[config.mk]
export PLATFORM = sky130hd
export DESIGN_NAME = crc32_keyed_entry_lookup_top
export DESIGN_NICKNAME = d
export VERILOG_FILES = /design/src/cke_pkg.sv /design/src/cke_crc_step.sv /design/src/crc32_keyed_entry_lookup_top.sv
export SDC_FILE = /design/constraint.sdc
export NUM_CORES = 1
export LEC_CHECK = 0
export ABC_AREA = 0
export BUFFER_PORTS_ARGS = -buffer_cell sky130_fd_sc_hd__buf_2
export CAP_MARGIN = 20
export CELL_PAD_IN_SITES_DETAIL_PLACEMENT = 1
export CELL_PAD_IN_SITES_GLOBAL_PLACEMENT = 1
export CORE_MARGIN = 2
export CORE_UTILIZATION = 50
export DETAILED_ROUTE_END_ITERATION = 7
export PLACE_DENSITY = 0.93
export SLEW_MARGIN = 20
export SYNTH_ARGS = -nofsm -noshare
export SYNTH_HDL_FRONTEND = slang
export SYNTH_HIERARCHICAL = 1
export SYNTH_SLANG_ARGS = --single-unit
[constraint.sdc]
create_clock -name clock -period 7.1 [get_ports clock]
set_input_delay 1.42 -clock clock [delete_from_list [all_inputs] [get_ports clock]]
set_output_delay 1.42 -clock clock [all_outputs]
set_load 0.005 [all_outputs]
[src/cke_pkg.sv]
// Shared constants and the CRC-32 byte step for the keyed entry lookup.
`default_nettype none
package cke_pkg;

   localparam int INDEX_BITS = 16;
   localparam int COUNT_BITS = (INDEX_BITS < 16) ? INDEX_BITS : 16;

   localparam logic [31:0] CRC_POLY = 32'hEDB8_8320;
   localparam logic [31:0] CRC_INIT = 32'hFFFF_FFFF;
   localparam logic [15:0] EQUAL_CHAR = 16'h003D;

   // request function codes
   localparam logic [1:0] FUNC_NAME   = 2'd0;
   localparam logic [1:0] FUNC_ENTRY  = 2'd1;
   localparam logic [1:0] FUNC_END    = 2'd2;
   localparam logic [1:0] FUNC_UNUSED = 2'd3;

   typedef logic [31:0] crc_type;
   typedef logic [COUNT_BITS-1:0] count_type;

   // Reflected CRC-32 over one byte, bit at a time.
   function automatic crc_type crc_byte(input crc_type c, input logic [7:0] b);
      crc_type r;
      r = c ^ {24'd0, b};
      for (int k = 0; k < 8; k++) begin
         r = r[0] ? ((r >> 1) ^ CRC_POLY) : (r >> 1);
      end
      return r;
   endfunction

endpackage
`default_nettype wire

[src/cke_crc_step.sv]
// CRC-32 update over one 16-bit character, low byte first.
`default_nettype none
module cke_crc_step (
   input  wire cke_pkg::crc_type crc_in,
   input  wire logic [15:0]      char_code,
   output cke_pkg::crc_type      crc_out
);
   import cke_pkg::*;

   crc_type low_crc;

   assign low_crc = crc_byte(crc_in, char_code[7:0]);
   assign crc_out = crc_byte(low_crc, char_code[15:8]);

endmodule
`default_nettype wire

[src/crc32_keyed_entry_lookup_top.sv]
// Top level of the CRC-32 keyed entry lookup.
//
// Usage: stream the target name characters (func 0, last on the final one),
// or write a nonzero hash to the csr channel beforehand and skip the name.
// Then stream entries "name=value" (func 1, last on each entry's final
// character) and close the list with one func 2 beat. Only the end-of-list
// beat produces a response beat; all other beats update internal state only.
// Every request beat is handled in the cycle it is accepted: one character
// is two CRC byte steps through a single combinational update, so the block
// takes one request per cycle. The response is held in an output register
// and appears the cycle after the end-of-list beat is accepted. While that
// response waits on a stalled rsp_ready, req_ready drops and requests hold;
// when the response is taken in the same cycle a new request is accepted.
// The csr channel is always ready and should be written only while idle.
// Synchronous reset clears the lookup state, the preset hash and the
// response valid flag. After each end-of-list beat the lookup state returns
// to its reset value for the next lookup; the preset hash is kept.
`default_nettype none
module crc32_keyed_entry_lookup_top (
   input  wire logic        clock,
   input  wire logic        reset,
   input  wire logic        req_valid,
   output logic             req_ready,
   input  wire logic [1:0]  req_func,
   input  wire logic [15:0] req_char_code,
   input  wire logic        req_last,
   output logic             rsp_valid,
   input  wire logic        rsp_ready,
   output logic             rsp_status,
   output logic             rsp_found,
   output logic [31:0]      rsp_target_crc,
   output logic [15:0]      rsp_entry_index,
   output logic [15:0]      rsp_value_offset,
   output logic [31:0]      rsp_value_crc,
   input  wire logic        csr_valid,
   output logic             csr_ready,
   input  wire logic [31:0] csr_wdata
);
   import cke_pkg::*;

   localparam logic [2:0] P_NAME  = 3'd0;
   localparam logic [2:0] P_LIST  = 3'd1;
   localparam logic [2:0] P_ENAME = 3'd2;
   localparam logic [2:0] P_SKIP  = 3'd3;
   localparam logic [2:0] P_VALUE = 3'd4;
   localparam logic [2:0] P_DONE  = 3'd5;
   localparam logic [2:0] P_ERROR = 3'd6;

   localparam count_type INDEX_CAP = '1;

   crc_type     preset_ff;
   crc_type     crc_ff, crc_in;
   crc_type     target_ff, target_in;
   count_type   count_ff, count_in;
   logic [15:0] pos_ff, pos_in;
   logic [2:0]  phase_ff, phase_in;
   count_type   match_index_ff, match_index_in;
   logic [15:0] match_offset_ff, match_offset_in;
   crc_type     value_crc_ff, value_crc_in;
   logic        error_ff, error_in;

   logic        rsp_valid_ff;
   logic        rsp_status_ff, rsp_status_in;
   logic        rsp_found_ff, rsp_found_in;
   crc_type     rsp_target_crc_ff, rsp_target_crc_in;
   logic [15:0] rsp_index_ff, rsp_index_in;
   logic [15:0] rsp_offset_ff, rsp_offset_in;
   crc_type     rsp_value_crc_ff, rsp_value_crc_in;
   logic        emit;

   logic        req_fire;
   logic        restart;
   crc_type     crc_src;
   crc_type     crc_next;

   assign req_ready = !rsp_valid_ff || rsp_ready;
   assign req_fire  = req_valid && req_ready;
   assign csr_ready = 1'b1;

   // An entry's first character restarts the CRC from the initial value.
   assign restart = (req_func == FUNC_ENTRY) && ((phase_ff == P_NAME) || (phase_ff == P_LIST));
   assign crc_src = restart ? CRC_INIT : crc_ff;

   cke_crc_step u_crc_step (
      .crc_in    (crc_src),
      .char_code (req_char_code),
      .crc_out   (crc_next)
   );

   always_comb begin
      crc_in            = crc_ff;
      target_in         = target_ff;
      count_in          = count_ff;
      pos_in            = pos_ff;
      phase_in          = phase_ff;
      match_index_in    = match_index_ff;
      match_offset_in   = match_offset_ff;
      value_crc_in      = value_crc_ff;
      error_in          = error_ff;
      emit              = 1'b0;
      rsp_status_in     = rsp_status_ff;
      rsp_found_in      = rsp_found_ff;
      rsp_target_crc_in = rsp_target_crc_ff;
      rsp_index_in      = rsp_index_ff;
      rsp_offset_in     = rsp_offset_ff;
      rsp_value_crc_in  = rsp_value_crc_ff;

      if (req_fire) begin
         case (req_func)
            FUNC_NAME: begin
               if (phase_in == P_NAME) begin
                  crc_in = crc_next;
                  if (req_last) begin
                     target_in = (preset_ff != '0) ? preset_ff : (crc_next ^ CRC_INIT);
                     phase_in  = P_LIST;
                  end
               end
            end
            FUNC_ENTRY: begin
               if (phase_in == P_NAME) begin
                  target_in = (preset_ff != '0) ? preset_ff : (crc_ff ^ CRC_INIT);
                  phase_in  = P_LIST;
               end
               if (phase_in == P_LIST) begin
                  crc_in   = CRC_INIT;
                  pos_in   = '0;
                  phase_in = P_ENAME;
               end
               case (phase_in)
                  P_ENAME: begin
                     if (req_char_code == EQUAL_CHAR) begin
                        if ((crc_in ^ CRC_INIT) == target_in) begin
                           match_index_in  = count_in;
                           match_offset_in = (pos_in != 16'hFFFF) ? pos_in + 16'd1 : 16'hFFFF;
                           crc_in          = CRC_INIT;
                           phase_in        = P_VALUE;
                           if (req_last) begin
                              value_crc_in = '0;
                              phase_in     = P_DONE;
                           end
                        end else if (req_last) begin
                           if (count_in != INDEX_CAP) count_in = count_in + count_type'(1);
                           phase_in = P_LIST;
                        end else begin
                           phase_in = P_SKIP;
                        end
                     end else begin
                        crc_in = crc_next;
                        if (pos_in != 16'hFFFF) pos_in = pos_in + 16'd1;
                        if (req_last) begin
                           error_in = 1'b1;
                           phase_in = P_ERROR;
                        end
                     end
                  end
                  P_SKIP: begin
                     if (req_last) begin
                        if (count_in != INDEX_CAP) count_in = count_in + count_type'(1);
                        phase_in = P_LIST;
                     end
                  end
                  P_VALUE: begin
                     crc_in = crc_next;
                     if (req_last) begin
                        value_crc_in = crc_next ^ CRC_INIT;
                        phase_in     = P_DONE;
                     end
                  end
                  default: begin
                  end
               endcase
            end
            FUNC_END: begin
               if (phase_in == P_NAME) begin
                  target_in = (preset_ff != '0) ? preset_ff : (crc_ff ^ CRC_INIT);
                  phase_in  = P_LIST;
               end
               if (phase_in == P_ENAME) begin
                  error_in = 1'b1;
                  phase_in = P_ERROR;
               end
               if (phase_in == P_VALUE) begin
                  value_crc_in = crc_in ^ CRC_INIT;
                  phase_in     = P_DONE;
               end
               emit              = 1'b1;
               rsp_status_in     = error_in;
               rsp_found_in      = (phase_in == P_DONE) && !error_in;
               rsp_target_crc_in = target_in;
               rsp_index_in      = rsp_found_in ? 16'(match_index_in) : 16'd0;
               rsp_offset_in     = rsp_found_in ? match_offset_in : 16'd0;
               rsp_value_crc_in  = rsp_found_in ? value_crc_in : '0;
               // drop the lookup state for the next list
               crc_in          = CRC_INIT;
               target_in       = '0;
               count_in        = '0;
               pos_in          = '0;
               phase_in        = P_NAME;
               match_index_in  = '0;
               match_offset_in = '0;
               value_crc_in    = '0;
               error_in        = 1'b0;
            end
            default: begin
            end
         endcase
      end
   end

   always_ff @(posedge clock) begin
      if (reset) begin
         preset_ff       <= '0;
         crc_ff          <= CRC_INIT;
         target_ff       <= '0;
         count_ff        <= '0;
         pos_ff          <= '0;
         phase_ff        <= P_NAME;
         match_index_ff  <= '0;
         match_offset_ff <= '0;
         value_crc_ff    <= '0;
         error_ff        <= 1'b0;
         rsp_valid_ff    <= 1'b0;
      end else begin
         if (csr_valid && csr_ready) preset_ff <= csr_wdata;
         crc_ff          <= crc_in;
         target_ff       <= target_in;
         count_ff        <= count_in;
         pos_ff          <= pos_in;
         phase_ff        <= phase_in;
         match_index_ff  <= match_index_in;
         match_offset_ff <= match_offset_in;
         value_crc_ff    <= value_crc_in;
         error_ff        <= error_in;
         if (emit) begin
            rsp_valid_ff <= 1'b1;
         end else if (rsp_ready) begin
            rsp_valid_ff <= 1'b0;
         end
      end
   end

   // response payload holds until the next end-of-list beat
   always_ff @(posedge clock) begin
      rsp_status_ff     <= rsp_status_in;
      rsp_found_ff      <= rsp_found_in;
      rsp_target_crc_ff <= rsp_target_crc_in;
      rsp_index_ff      <= rsp_index_in;
      rsp_offset_ff     <= rsp_offset_in;
      rsp_value_crc_ff  <= rsp_value_crc_in;
   end

   assign rsp_valid        = rsp_valid_ff;
   assign rsp_status       = rsp_status_ff;
   assign rsp_found        = rsp_found_ff;
   assign rsp_target_crc   = rsp_target_crc_ff;
   assign rsp_entry_index  = rsp_index_ff;
   assign rsp_value_offset = rsp_offset_ff;
   assign rsp_value_crc    = rsp_value_crc_ff;

   a_found_no_error: assert property (@(posedge clock) disable iff (reset)
      rsp_valid_ff |-> !(rsp_status_ff && rsp_found_ff))
      else $error("response reports both a match and an illegal entry");

   a_miss_zero: assert property (@(posedge clock) disable iff (reset)
      (rsp_valid_ff && !rsp_found_ff) |->
         (rsp_index_ff == 16'd0 && rsp_offset_ff == 16'd0 && rsp_value_crc_ff == '0))
      else $error("response without a match carries match data");

   a_end_rearms: assert property (@(posedge clock) disable iff (reset)
      (req_fire && req_func == FUNC_END) |=> (phase_ff == P_NAME && rsp_valid_ff))
      else $error("end-of-list beat did not rearm the lookup");

   a_error_flag: assert property (@(posedge clock) disable iff (reset)
      (phase_ff == P_ERROR) |-> error_ff)
      else $error("error phase without error flag");

endmodule
`default_nettype wire
==> results by group <==
Floorplanning
  • IO Pins: 157
  • Die ar.: 0.0371 mm^2
  • Horiz. Die Dim: 193 um
  • Initial core utilization: 0.503
  • Cell row count: 69
  • Core Box Area: 0.0353 mm^2
  • Die Span Y: just under 200 um

GRT
  • Number of global-route vias before repair: 17.3k
  • GRT overflow: 0
  • Antenna violations before repair: 1
  • Global Route Usage Sum: 0.360
  • First-pass GRT wire length: about 100000 um
  • Largest net degree at the start of global routing: 89

Yosys
  • Mean post-synth cell area: 8.63 um^2
  • Post-Synth Adder-Cell Area: 0.00493
  • Mapped Nets: roughly 2.1k
  • Compound-Gate Fraction of Synth Area: 0.214
  • Ranking of synthesized cells by area: dfxtp_1 (22%), edfxtp_1 (17%), nor2_1 (6.4%)
  • Number of flops mapped to enable cells by yosys: approximately 100
  • Area leader, netlist: dfxtp_1
  • Synthesized area: 0.0178 mm^2
  • Synth unique cells: 90
  • Post-synthesis sequential area ratio: 0.387
  • Cell with the most instances after synthesis: nor2_1
  • Synth Warn #: 6
  • Top cell type's share of synthesized area: 0.222
  • Synth top cells by count: nor2_1 (303), a21oi_1 (213), dfxtp_1 (197), nand2_1 (151), clkbuf_1 (139)
  • Top FF cell, synth: dfxtp_1
  • Post-synthesis mux area share: 0.0486
  • Largest family of logic cells by synthesized area: compound AO/OA/AOI/OAI gates
  • Post-Synthesis Cells: 2060
  • Async S/R FF share, synth: 0
  • Post-Synth XOR/XNOR Area: 0.0943
  • #FFs+latches synth: around 300
  • Simple-gate share of the synthesized area: 0.200

Worst setup path
  • Cell chain of the critical path: buf_2 -> inv_1 -> ha_2 -> clkinv_1 -> buf_4 -> nor2_1 -> buf_4 -> or2_2 -> xor2_2 -> xnor3_1 -> xnor2_4 -> xnor2_1 -> xnor2_1 -> nor2_1 -> o311ai_0 -> a21oi_1
  • Crit end category: flip-flop
  • Critical path required time: 7.47 ns
  • R2r startpoint: phase_ff[0]$_SDFFE_PP0P_
  • R2r setup slk: roughly 1.9 ns
  • Worst R2R End: match_offset_ff[15]$_SDFFE_PP0P_
  • Critical path class: input pin to flip-flop
  • Crit Path Max Fanout: 21
  • Slowest CP cell: xnor2_1
  • Worst Reg-to-Reg Cells: 12
  • CP Launch Type: input pin
  • Critical Path AT: 5.82 ns
  • Worst path max stage delay: 0.68 ns

CTS
  • CTS root buf: clkbuf_16
  • Clock Latency Late Sink: 0.55 ns
  • Reg clk slew, reported paths: roughly 0.06 ns
  • Post-CTS setup buffers: 0
  • Max H-tree Level: 2
  • Post-CTS Resized: 0
  • CTS Hold Buffers Added: 0
  • Clock sinks: 295
  • Clock Tree Buf Depth: 3
  • CTS Buf Count: 34
  • CTS tree: done

Route
  • Vias post-DR: 16.9k
  • Post-DRT Antenna Nets: 0
  • Drt first pass iters: 5
  • Via density: 6.51
  • Drt drc: 0
  • Routed WL: about 67000 um
  • Initial DRC Count: about 1.8k
  • WL per Instance: 25.9 um

Finish
  • Final Instance Area: slightly below 0.02 mm^2
  • Fin cells: about 2.6k
  • Synthesis-to-layout area growth: 11.4%
  • Fillcell total: roughly 4.2k
  • Multi-input gate area: about 0.01 mm^2
  • Seq. cell area: between 0.006 and 0.007 mm^2
  • Proportion of layout cells with a drive suffix above 1: 0.180
  • Nets: 2168
  • Finished Core Util: 0.561

Outcome
  • Status: complete, no violations

Hold path
  • Hold endpoint: match_offset_ff[10]$_SDFFE_PP0P_
  • Hold Crit Class: flip-flop to flip-flop
  • Hold Crit Depth: 1
  • Min-delay src: match_offset_ff[10]$_SDFFE_PP0P_

STA
  • Final WS setup: 1.65 ns
  • Setup Viol. Count Final: 0
  • RSZ-0062 raised after global routing: no
  • Slew margin rel.: 0.304
  • Fin Setup TNS: 0 ns
  • Worst slew pin tran: 1.04 ns
  • Tmin final: 5.45 ns
  • Slew Limit Fails: 0
  • Hold slack: around 0.47 ns
  • Final Skew: 0.0276 ns
  • Endpoints failing hold: 0
  • Crit share post-route: 0.768
  • Fmax: roughly 180 MHz

Power and ir drop
  • P_leak: 7.51 nW
  • Total power after layout: 10.3 mW
  • VDD IR max: around 0.47 mV
  • PwrDens: 518 mW/mm^2

Placement
  • Post-place setup slack: between 1 and 1.5 ns
  • Final Wtd Congestion: roughly 0.97
  • Placed cell area: 0.0187 mm^2
  • Inst Count DP: 2529
  • # port buffers: 155
  • DP Wirelength: 45400 um

Run
  • Max cap viols: 0
power breakdown:
part / switching (mW) / leakage (nW) / total, mW / internal (mW)
Clock: 0.765 / 0.529 / 1.77 / 1.00
Sequential: 0.322 / 2.54 / 2.19 / 1.87
Combinational: 3.82 / 4.44 / 6.30 / 2.48
layout make-up:
cell class | count | share of cell area
clock inverter | 15 | 0.00783
inverter | 37 | 0.00714
clock buffer | 47 | 0.0469
multi-input combinational | 1549 | 0.509
timing repair buffer | 188 | 0.0520
tap | 461 | 0.0291
antenna | 1 | 0.000126
sequential | 295 | 0.348
kinds of logic (layout without fill, tap and decap cells):
logic type	Yosys count	after routing
xor+xnor	148	148
buf+inv	216	287
other cells	1	2
mux	71	71
compound gates	570	570
flops	295	295
fa+ha+maj	7	7
simple gates	752	752
how the worst max path moves through the flow:
stage	from	endpoint	slack, ns	depth (start not counted)
2_1_floorplan	req_func[1]	target_ff[23]$_SDFFE_PP0P_	1.86	14
3_3_place_gp	req_func[1]	target_ff[20]$_SDFFE_PP0P_	1.37	18
3_5_place_dp	req_func[1]	target_ff[20]$_SDFFE_PP0P_	1.20	18
4_1_cts	req_func[1]	target_ff[20]$_SDFFE_PP0P_	1.72	18
5_1_grt	req_func[1]	target_ff[20]$_SDFFE_PP0P_	1.39	18
6_report	req_func[1]	target_ff[8]$_SDFFE_PP0P_	1.65	16
layer usage:
metal | global-route usage | up-vias | wire [um]
met4 | 0.201 | 0 | 3930
met3 | 0.0562 | 215 | 5010
met1 | 0.440 | 8349 | 25900
li1 | - | 7466 | -
met5 | 0 | - | 0
met2 | 0.606 | 846 | 32200
worst max-delay path: cells and delay by family:
family / cells / cell delay (ns)
xor+xnor: 5 / 2.28
buf+inv: 5 / 0.82
simple gates: 3 / 0.61
compound gates: 2 / 0.42
fa+ha+maj: 1 / 0.23
cell usage in the layout (no fill, tap or decap), types with 20 or more instances in the layout:
cell type | netlist | routed
clkbuf_16 | 0 | 34
xor2_1 | 21 | 21
buf_2 | 10 | 154
o21ai_0 | 61 | 61
nand2b_1 | 24 | 23
buf_4 | 6 | 33
mux2_4 | 30 | 30
nor2_1 | 303 | 300
and2_1 | 42 | 42
inv_1 | 35 | 34
o211ai_1 | 20 | 20
nand2_1 | 151 | 151
or2_2 | 28 | 28
edfxtp_1 | 98 | 98
nor2b_1 | 41 | 41
a21oi_1 | 213 | 212
nor3_1 | 31 | 29
xnor2_1 | 100 | 100
and3_1 | 23 | 23
o221a_2 | 32 | 32
a211oi_1 | 27 | 26
mux2i_1 | 38 | 38
dfxtp_1 | 197 | 197
o22ai_1 | 65 | 65
nand3_1 | 44 | 42
registers in the layout, indices dropped and copies added (netlist names):
name	cells
match_index_ff	16
preset_ff	32
match_offset_ff	16
phase_ff	3
rsp_value_offset	16
rsp_value_crc	32
count_ff	16
rsp_found	1
value_crc_ff	32
target_ff	32
rsp_status	1
crc_ff	32
rsp_entry_index	16
rsp_valid	1
rsp_target_crc	32
error_ff	1
pos_ff	16
Power figures use the tool's default switching activity.
